--- src/ptma_pkg.sv ---
// Shared types and constants for the presence table with miss aging.
// No dependencies; used by every module of the block.
`timescale 1ns / 1ps

package ptma_pkg;

    localparam int TABLE_DEPTH_DEF = 16;

    localparam int ADDR_W   = 64;
    localparam int MISSES_W = 8;
    localparam int LIMIT_W  = 8;

    localparam logic [MISSES_W-1:0] MISSES_MAX    = '1;
    localparam logic [LIMIT_W-1:0]  MISS_LIMIT_RST = 8'd2;

    // request codes
    localparam logic [1:0] ACT_BEGIN = 2'd0;
    localparam logic [1:0] ACT_FOUND = 2'd1;
    localparam logic [1:0] ACT_END   = 2'd2;

    // event codes
    localparam logic [1:0] EV_ATTACH = 2'd0;
    localparam logic [1:0] EV_DETACH = 2'd1;
    localparam logic [1:0] EV_DROP   = 2'd2;
    localparam logic [1:0] EV_DONE   = 2'd3;

    typedef struct packed {
        logic [ADDR_W-1:0]   address;
        logic [MISSES_W-1:0] misses;
    } slot_entry_t;

    typedef enum logic [1:0] {
        ST_IDLE,
        ST_READ,
        ST_EVAL,
        ST_FINISH
    } state_t;

endpackage

--- src/ptma_mem.sv ---
// Slot store: address and miss count per slot, one write and one read port.
// Registered read data, held while no read is issued. Uses ptma_pkg.
`timescale 1ns / 1ps

module ptma_mem #(
    parameter int DEPTH = ptma_pkg::TABLE_DEPTH_DEF,
    parameter int IDX_W = 4
) (
    input  logic                  clk,
    input  logic                  wr_en,
    input  logic [IDX_W-1:0]      wr_addr,
    input  ptma_pkg::slot_entry_t wr_data,
    input  logic                  rd_en,
    input  logic [IDX_W-1:0]      rd_addr,
    output ptma_pkg::slot_entry_t rd_data
);

    ptma_pkg::slot_entry_t slot_mem [DEPTH];
    ptma_pkg::slot_entry_t rd_data_reg;

    always_ff @(posedge clk)
    begin
        if (wr_en)
        begin
            slot_mem[wr_addr] <= wr_data;
        end
    end

    always_ff @(posedge clk)
    begin
        if (rd_en)
        begin
            rd_data_reg <= slot_mem[rd_addr];
        end
    end

    assign rd_data = rd_data_reg;

endmodule

--- src/ptma_ctrl.sv ---
// Scan sequencer: walks the slots through the store, read then modify/write,
// keeps the valid bits, the limit register and the output register. Uses ptma_pkg.
`timescale 1ns / 1ps

module ptma_ctrl #(
    parameter int DEPTH = ptma_pkg::TABLE_DEPTH_DEF,
    parameter int IDX_W = 4
) (
    input  logic                          clk,
    input  logic                          rst_n,
    input  logic                          in_valid,
    output logic                          in_stall,
    input  logic [1:0]                    action,
    input  logic [ptma_pkg::ADDR_W-1:0]   device_address,
    output logic                          out_valid,
    input  logic                          out_stall,
    output logic [1:0]                    event_res,
    output logic [ptma_pkg::ADDR_W-1:0]   event_address,
    output logic                          last,
    input  logic                          cfg_wr_en,
    input  logic [ptma_pkg::LIMIT_W-1:0]  cfg_wr_data,
    output logic                          mem_wr_en,
    output logic [IDX_W-1:0]              mem_wr_addr,
    output ptma_pkg::slot_entry_t         mem_wr_data,
    output logic                          mem_rd_en,
    output logic [IDX_W-1:0]              mem_rd_addr,
    input  ptma_pkg::slot_entry_t         mem_rd_data
);

    ptma_pkg::state_t state_reg, state_next;
    logic [IDX_W-1:0] idx_reg, idx_next;
    logic [IDX_W-1:0] free_idx_reg, free_idx_next;
    logic             free_found_reg, free_found_next;
    logic [DEPTH-1:0] slot_valid_reg, slot_valid_next;
    logic [ptma_pkg::LIMIT_W-1:0] limit_reg, limit_next;
    logic [1:0]       action_reg, action_next;
    logic [ptma_pkg::ADDR_W-1:0] addr_reg, addr_next;

    logic             out_valid_reg, out_valid_next;
    logic [1:0]       out_res_reg, out_res_next;
    logic [ptma_pkg::ADDR_W-1:0] out_addr_reg, out_addr_next;
    logic             out_last_reg, out_last_next;

    logic in_accept;
    logic start;
    logic idx_last;
    logic cur_valid;
    logic hit;
    logic aged;
    logic emit_ok;

    assign in_accept = in_valid && (state_reg == ptma_pkg::ST_IDLE);
    // found with address zero and the unused code start nothing
    assign start     = in_accept && ((action == ptma_pkg::ACT_BEGIN)
                     || (action == ptma_pkg::ACT_END)
                     || ((action == ptma_pkg::ACT_FOUND) && (device_address != '0)));
    assign idx_last  = (idx_reg == IDX_W'(DEPTH - 1));
    assign cur_valid = slot_valid_reg[idx_reg];
    assign hit       = cur_valid && (mem_rd_data.address == addr_reg);
    assign aged      = cur_valid && (mem_rd_data.misses > limit_reg);
    assign emit_ok   = !out_valid_reg || !out_stall;

    // next state
    always_comb
    begin
        state_next = state_reg;
        case (state_reg)
            ptma_pkg::ST_IDLE:
            begin
                if (start)
                begin
                    state_next = ptma_pkg::ST_READ;
                end
            end
            ptma_pkg::ST_READ:
            begin
                state_next = ptma_pkg::ST_EVAL;
            end
            ptma_pkg::ST_EVAL:
            begin
                if ((action_reg == ptma_pkg::ACT_FOUND) && hit)
                begin
                    state_next = ptma_pkg::ST_IDLE;
                end
                else if ((action_reg == ptma_pkg::ACT_END) && aged && !emit_ok)
                begin
                    state_next = ptma_pkg::ST_EVAL;
                end
                else if (!idx_last)
                begin
                    state_next = ptma_pkg::ST_READ;
                end
                else if (action_reg == ptma_pkg::ACT_BEGIN)
                begin
                    state_next = ptma_pkg::ST_IDLE;
                end
                else
                begin
                    state_next = ptma_pkg::ST_FINISH;
                end
            end
            ptma_pkg::ST_FINISH:
            begin
                if (emit_ok)
                begin
                    state_next = ptma_pkg::ST_IDLE;
                end
            end
            default:
            begin
                state_next = ptma_pkg::ST_IDLE;
            end
        endcase
    end

    // datapath and outputs
    always_comb
    begin
        idx_next        = idx_reg;
        free_idx_next   = free_idx_reg;
        free_found_next = free_found_reg;
        slot_valid_next = slot_valid_reg;
        limit_next      = cfg_wr_en ? cfg_wr_data : limit_reg;
        action_next     = action_reg;
        addr_next       = addr_reg;
        out_valid_next  = out_valid_reg && out_stall;
        out_res_next    = out_res_reg;
        out_addr_next   = out_addr_reg;
        out_last_next   = out_last_reg;
        mem_wr_en       = 1'b0;
        mem_wr_addr     = idx_reg;
        mem_wr_data     = mem_rd_data;
        mem_rd_en       = 1'b0;
        mem_rd_addr     = idx_reg;

        case (state_reg)
            ptma_pkg::ST_IDLE:
            begin
                if (in_accept)
                begin
                    action_next     = action;
                    addr_next       = device_address;
                    idx_next        = '0;
                    free_found_next = 1'b0;
                end
            end
            ptma_pkg::ST_READ:
            begin
                mem_rd_en = 1'b1;
            end
            ptma_pkg::ST_EVAL:
            begin
                case (action_reg)
                    ptma_pkg::ACT_BEGIN:
                    begin
                        if (cur_valid && (mem_rd_data.misses != ptma_pkg::MISSES_MAX))
                        begin
                            mem_wr_en          = 1'b1;
                            mem_wr_data.misses = mem_rd_data.misses + 1'b1;
                        end
                    end
                    ptma_pkg::ACT_FOUND:
                    begin
                        if (hit)
                        begin
                            mem_wr_en          = 1'b1;
                            mem_wr_data.misses = '0;
                        end
                        else if (!cur_valid && !free_found_reg)
                        begin
                            free_found_next = 1'b1;
                            free_idx_next   = idx_reg;
                        end
                    end
                    ptma_pkg::ACT_END:
                    begin
                        if (aged && emit_ok)
                        begin
                            slot_valid_next[idx_reg] = 1'b0;
                            out_valid_next = 1'b1;
                            out_res_next   = ptma_pkg::EV_DETACH;
                            out_addr_next  = mem_rd_data.address;
                            out_last_next  = 1'b0;
                        end
                    end
                    default:
                    begin
                    end
                endcase
                if (!idx_last)
                begin
                    // hold the slot while a detach waits for the output register
                    if (!((action_reg == ptma_pkg::ACT_END) && aged && !emit_ok))
                    begin
                        idx_next = idx_reg + 1'b1;
                    end
                end
            end
            ptma_pkg::ST_FINISH:
            begin
                if (emit_ok)
                begin
                    out_valid_next = 1'b1;
                    out_last_next  = 1'b1;
                    if (action_reg == ptma_pkg::ACT_END)
                    begin
                        out_res_next  = ptma_pkg::EV_DONE;
                        out_addr_next = '0;
                    end
                    else if (free_found_reg)
                    begin
                        mem_wr_en           = 1'b1;
                        mem_wr_addr         = free_idx_reg;
                        mem_wr_data.address = addr_reg;
                        mem_wr_data.misses  = '0;
                        slot_valid_next[free_idx_reg] = 1'b1;
                        out_res_next  = ptma_pkg::EV_ATTACH;
                        out_addr_next = addr_reg;
                    end
                    else
                    begin
                        out_res_next  = ptma_pkg::EV_DROP;
                        out_addr_next = addr_reg;
                    end
                end
            end
            default:
            begin
            end
        endcase
    end

    always_ff @(posedge clk or negedge rst_n)
    begin
        if (!rst_n)
        begin
            state_reg      <= ptma_pkg::ST_IDLE;
            idx_reg        <= '0;
            free_found_reg <= 1'b0;
            slot_valid_reg <= '0;
            limit_reg      <= ptma_pkg::MISS_LIMIT_RST;
            out_valid_reg  <= 1'b0;
        end
        else
        begin
            state_reg      <= state_next;
            idx_reg        <= idx_next;
            free_found_reg <= free_found_next;
            slot_valid_reg <= slot_valid_next;
            limit_reg      <= limit_next;
            out_valid_reg  <= out_valid_next;
        end
    end

    always_ff @(posedge clk)
    begin
        free_idx_reg <= free_idx_next;
        action_reg   <= action_next;
        addr_reg     <= addr_next;
        out_res_reg  <= out_res_next;
        out_addr_reg <= out_addr_next;
        out_last_reg <= out_last_next;
    end

    assign in_stall      = (state_reg != ptma_pkg::ST_IDLE);
    assign out_valid     = out_valid_reg;
    assign event_res     = out_res_reg;
    assign event_address = out_addr_reg;
    assign last          = out_last_reg;

endmodule

--- src/presence_table_with_miss_aging.sv ---
// Presence table with miss aging, top level: slot store plus scan sequencer.
// A request is scanned slot by slot: a read, then a modify/write through the
// single store port pair; found and end requests then emit a closing event,
// and a found address that matches early ends the scan with no event.
// Throughput: one request per scan; detach events wait on a stalled output.
// Reset clears valid bits at once and sets miss_limit to 2; no clearing pass.
`timescale 1ns / 1ps

module presence_table_with_miss_aging #(
    parameter int TABLE_DEPTH = ptma_pkg::TABLE_DEPTH_DEF
) (
    input  logic                          clk,
    input  logic                          rst_n,
    input  logic                          in_valid,
    output logic                          in_stall,
    input  logic [1:0]                    action,
    input  logic [ptma_pkg::ADDR_W-1:0]   device_address,
    output logic                          out_valid,
    input  logic                          out_stall,
    output logic [1:0]                    event_res,
    output logic [ptma_pkg::ADDR_W-1:0]   event_address,
    output logic                          last,
    input  logic                          cfg_wr_en,
    input  logic [ptma_pkg::LIMIT_W-1:0]  cfg_wr_data
);

    localparam int IDX_W = (TABLE_DEPTH > 1) ? $clog2(TABLE_DEPTH) : 1;

    logic                  mem_wr_en;
    logic [IDX_W-1:0]      mem_wr_addr;
    ptma_pkg::slot_entry_t mem_wr_data;
    logic                  mem_rd_en;
    logic [IDX_W-1:0]      mem_rd_addr;
    ptma_pkg::slot_entry_t mem_rd_data;

    ptma_ctrl #(
        .DEPTH (TABLE_DEPTH),
        .IDX_W (IDX_W)
    ) u_ctrl (
        .clk            (clk),
        .rst_n          (rst_n),
        .in_valid       (in_valid),
        .in_stall       (in_stall),
        .action         (action),
        .device_address (device_address),
        .out_valid      (out_valid),
        .out_stall      (out_stall),
        .event_res      (event_res),
        .event_address  (event_address),
        .last           (last),
        .cfg_wr_en      (cfg_wr_en),
        .cfg_wr_data    (cfg_wr_data),
        .mem_wr_en      (mem_wr_en),
        .mem_wr_addr    (mem_wr_addr),
        .mem_wr_data    (mem_wr_data),
        .mem_rd_en      (mem_rd_en),
        .mem_rd_addr    (mem_rd_addr),
        .mem_rd_data    (mem_rd_data)
    );

    ptma_mem #(
        .DEPTH (TABLE_DEPTH),
        .IDX_W (IDX_W)
    ) u_mem (
        .clk     (clk),
        .wr_en   (mem_wr_en),
        .wr_addr (mem_wr_addr),
        .wr_data (mem_wr_data),
        .rd_en   (mem_rd_en),
        .rd_addr (mem_rd_addr),
        .rd_data (mem_rd_data)
    );

endmodule

--- config.mk ---
export PLATFORM = sky130hd
export DESIGN_NAME = presence_table_with_miss_aging
export DESIGN_NICKNAME = d
export VERILOG_FILES = /design/src/ptma_pkg.sv /design/src/ptma_mem.sv /design/src/ptma_ctrl.sv /design/src/presence_table_with_miss_aging.sv
export SDC_FILE = /design/constraint.sdc
export NUM_CORES = 2
export LEC_CHECK = 0
export ABC_AREA = 1
export BUFFER_PORTS_ARGS = -buffer_cell sky130_fd_sc_hd__buf_2
export CORE_ASPECT_RATIO = 0.5
export CORE_UTILIZATION = 28
export CTS_BUF_LIST = sky130_fd_sc_hd__clkbuf_8
export DETAILED_ROUTE_END_ITERATION = 10
export GPL_ROUTABILITY_DRIVEN = 0
export GPL_TIMING_DRIVEN = 0
export PLACE_DENSITY = 0.4
export SYNTH_ARGS = -nofsm -noshare
export SYNTH_HDL_FRONTEND = slang
export SYNTH_SLANG_ARGS = --single-unit
--- constraint.sdc ---
create_clock -name clk -period 5.8 [get_ports clk]
set_clock_uncertainty 0.2 [all_clocks]
set_input_delay 1.16 -clock clk [delete_from_list [all_inputs] [get_ports clk]]
set_output_delay 1.16 -clock clk [all_outputs]
set_load 0.005 [all_outputs]
==> reports/results.txt <==
Yosys top cell area share: 73.52%
Pins Over Slew Limit: 0
Core ar.: 197000 µm²
Average wire per standard cell: 25.65 µm
Setup TNS: 0 ns
Post-CTS Resized: 0
Starting density of the core: 28.22%
HPWL Detailed: 134900 µm
Antenna-violating nets left: 0
Post-Place Setup Slack: 0.8478 ns
R2R cell count: 15
Cell Pwr Density: 445.1 nW/µm²
Hold Vio Cnt, Final: 0
Mapped cell area: 55590 µm²
Drt initial violations: 3903
Synth top area cells: edfxtp_1 (74%), o21ai_0 (6.5%), nor2_1 (4.6%), nand2_1 (4.4%), o22ai_1 (3.8%)
Area Growth Syn to Fin: 17.41%
IO Port Bufs: 147
CP Launch Type: flip-flop
Fin nets: 5008
RSZ-0062 raised after global routing: no
Slowest stage delay, CP: 0.78 ns
CTS tree: yes
Worst-margin pin slew: 1.436 ns
Vias in the first global route: 37290
Maximum buffer depth of the clock tree: 4
Pleak: 22.39 nW
FP Rows: 115
Area leader, netlist: edfxtp_1
Synth Register Bits: 1393
Post-synth EDFFs: 1361
F_max: 202.2 MHz
Routed wire length: 197800 µm
Rel. slew slack: 4.298%
R2r startpoint: u_mem.rd_data[39]
VDD IR max: 186.7 µV
Initial antenna violation count: 26
Die Y: 317.1 µm
Htree depth: 4
CP Class: flip-flop to flip-flop
Vias after detailed routing: 37860
Finished Cell Area: 65270 µm²
First-pass GRT wire length: 277100 µm
PnR worst setup slack: 0.8538 ns
Die area: 200400 µm²
Clock root cell: clkbuf_8
Clock Pin Slew Worst Setup and Hold Paths: 0.07 ns
Layout cells sized above 1: 12.05%
Pre-antenna DRT Iters: 6
Clock Sinks: 1393
Worst R2R Setup Slack: 0.85 ns
Worst skew pair latency: 0.94 ns
Hold slack: 0.1457 ns
Critical Path AT: 5.35 ns
Outcome: complete, no violations
Post-Syn Instances: 4427
Post-CTS Hold Buffers: 0
MaxCap Viol Count: 0
CP dominant cell by count: nor2_1
CP Max Fanout: 22
Period utilization: 85.28%
Flip-flop count of the largest register after layout: 1152
Placed Area: 61350 µm²
Setup Fix Bufs, Post-CTS: 0
Post-synthesis cell type count: 36
Top FF cell, synth: edfxtp_1
Vias/cell: 4.909
Cell chain of the critical path: nand2_1, nand2_1, nor2_1, nand2_1, nor2_1, nand2_1, nor2_1, nand3_2, nor2_1, nor2_1, nand2_2, nand3_1, nor2_4, buf_12, buf_12
I/O pin total: 148
Tmin final: 4.946 ns
Worst-path cell with the longest stage delay: nor2_4
Ys Warns: 0
GRT Total Usage: 19.32%
Hold crit path type: primary input to async pin
Reg-to-Reg End: u_mem.slot_mem[8][38]
CP Capture Type: flip-flop
Sequential-to-total area share from yosys stat: 74.96%
Final Setup Violations: 0
Avg Inst Size Synth: 12.56 µm²
CP Data Required Time: 6.20 ns
Global route overflow: 0
Syn Nets: 4519
Largest net degree at the start of global routing: 69
# DRC: 0
Ys async rst share: 2.297%
TritonCTS buffer count: 223
Die Wd: 632.1 µm
==> cell usage in the layout (no fill, tap or decap), drive strengths merged, types with 6 or more instances in the layout <==
| cell type | n |
|---|---|
| a21oi | 12 |
| buf | 311 |
| clkbuf | 436 |
| clkinv | 68 |
| dfrtp | 31 |
| edfxtp | 1361 |
| ha | 13 |
| inv | 269 |
| nand2 | 656 |
| nand3 | 31 |
| nand4 | 80 |
| nor2 | 678 |
| nor4 | 16 |
| o211ai | 6 |
| o21ai | 735 |
| o22ai | 337 |
| xor2 | 22 |
==> synth_stat cells, types with 2 or more instances <==
cell type / n
nor2_2: 3
o21ai_0: 717
nand3_1: 30
inv_1: 173
ha_1: 13
edfxtp_1: 1361
o21ai_2: 17
nand2_4: 2
o211ai_1: 6
a21oi_1: 12
buf_6: 5
inv_2: 7
nor2_1: 675
o311ai_0: 2
nand2_1: 649
xor2_1: 22
buf_2: 29
nand4_1: 80
dfrtp_1: 31
clkbuf_1: 211
nor4_1: 16
nand2_2: 5
o22ai_1: 337
buf_1: 12
==> layout make-up <==
| class | instances | area, µm² |
|---|---|---|
| antenna | 4 | 10.01 |
| buffer | 258 | 1056 |
| clock buffer | 225 | 3097 |
| clock inverter | 161 | 784.5 |
| fill | 19610 | 131700 |
| inverter | 181 | 681.9 |
| multi-input combinational | 2595 | 12320 |
| sequential | 1393 | 41670 |
| tap | 2632 | 3293 |
| timing repair buffer | 264 | 2356 |
==> worst max-delay path, delay by kind of cell, from the launching register on <==
kind	cells	cell delay, ns
buffers and inverters	2	0.53
flip-flops	1	0.42
AND/OR/NAND/NOR	13	3.40
==> kinds of logic (layout without fill, tap and decap cells) <==
logic type | count (synthesis) | count (layout) | synth area share (%)
muxes | 1 | 1 | 0.02026
other | 0 | 4 | 0
and+or+nand+nor | 1464 | 1464 | 10.49
xor gates and xnor gates | 22 | 22 | 0.3466
adders and majority gates | 13 | 13 | 0.2926
DFF | 1393 | 1393 | 74.96
buffers and inverters | 439 | 1089 | 3.104
AOI/OAI and AO/OA | 1095 | 1095 | 10.79
==> power by group <==
part           internal, mW  switching, mW  total (mW)  leakage (nW)
combinational          1.96           5.60        7.56          7.36
sequential             13.2          0.409        13.7          12.7
clock                  3.80           4.04        7.84          2.30
total                  19.0           10.1        29.1          22.4
==> per-layer routing <==
layer / global-route usage (%) / wire length, µm
met5: 0 / 82
met4: 4.650 / 4241
met3: 2.822 / 10560
met2: 31.35 / 91310
met1: 27.34 / 91630
==> worst max-delay path by stage <==
stage	from	end	slack, ns	cells past startpoint
floorplan	out_stall	u_mem.slot_mem[1][0]	-0.14	9
global placement	u_ctrl.mem_rd_addr[0]	u_mem.slot_mem[12][29]	-5.69	10
detailed placement	u_mem.rd_data[39]	u_mem.slot_mem[8][30]	0.85	15
CTS	u_mem.rd_data[39]	u_mem.slot_mem[8][37]	0.82	15
global route	u_ctrl.addr_reg[30]	u_mem.slot_mem[8][39]	0.68	16
finish	u_mem.rd_data[39]	u_mem.slot_mem[8][38]	0.85	15
==> metrics by stage <==
stage / power [mW] / instances / utilization (%)
global route: 30.44 / 7711 / 33.13
floorplan: 17.71 / 4427 / -
CTS: 29.35 / 7708 / 33.11
detailed placement: 21.49 / 7322 / 31.14
global placement: 21.00 / 7206 / 30.27
finish: 29.05 / 7713 / 33.13
No activity file was read; power rests on OpenSTA's default activity.
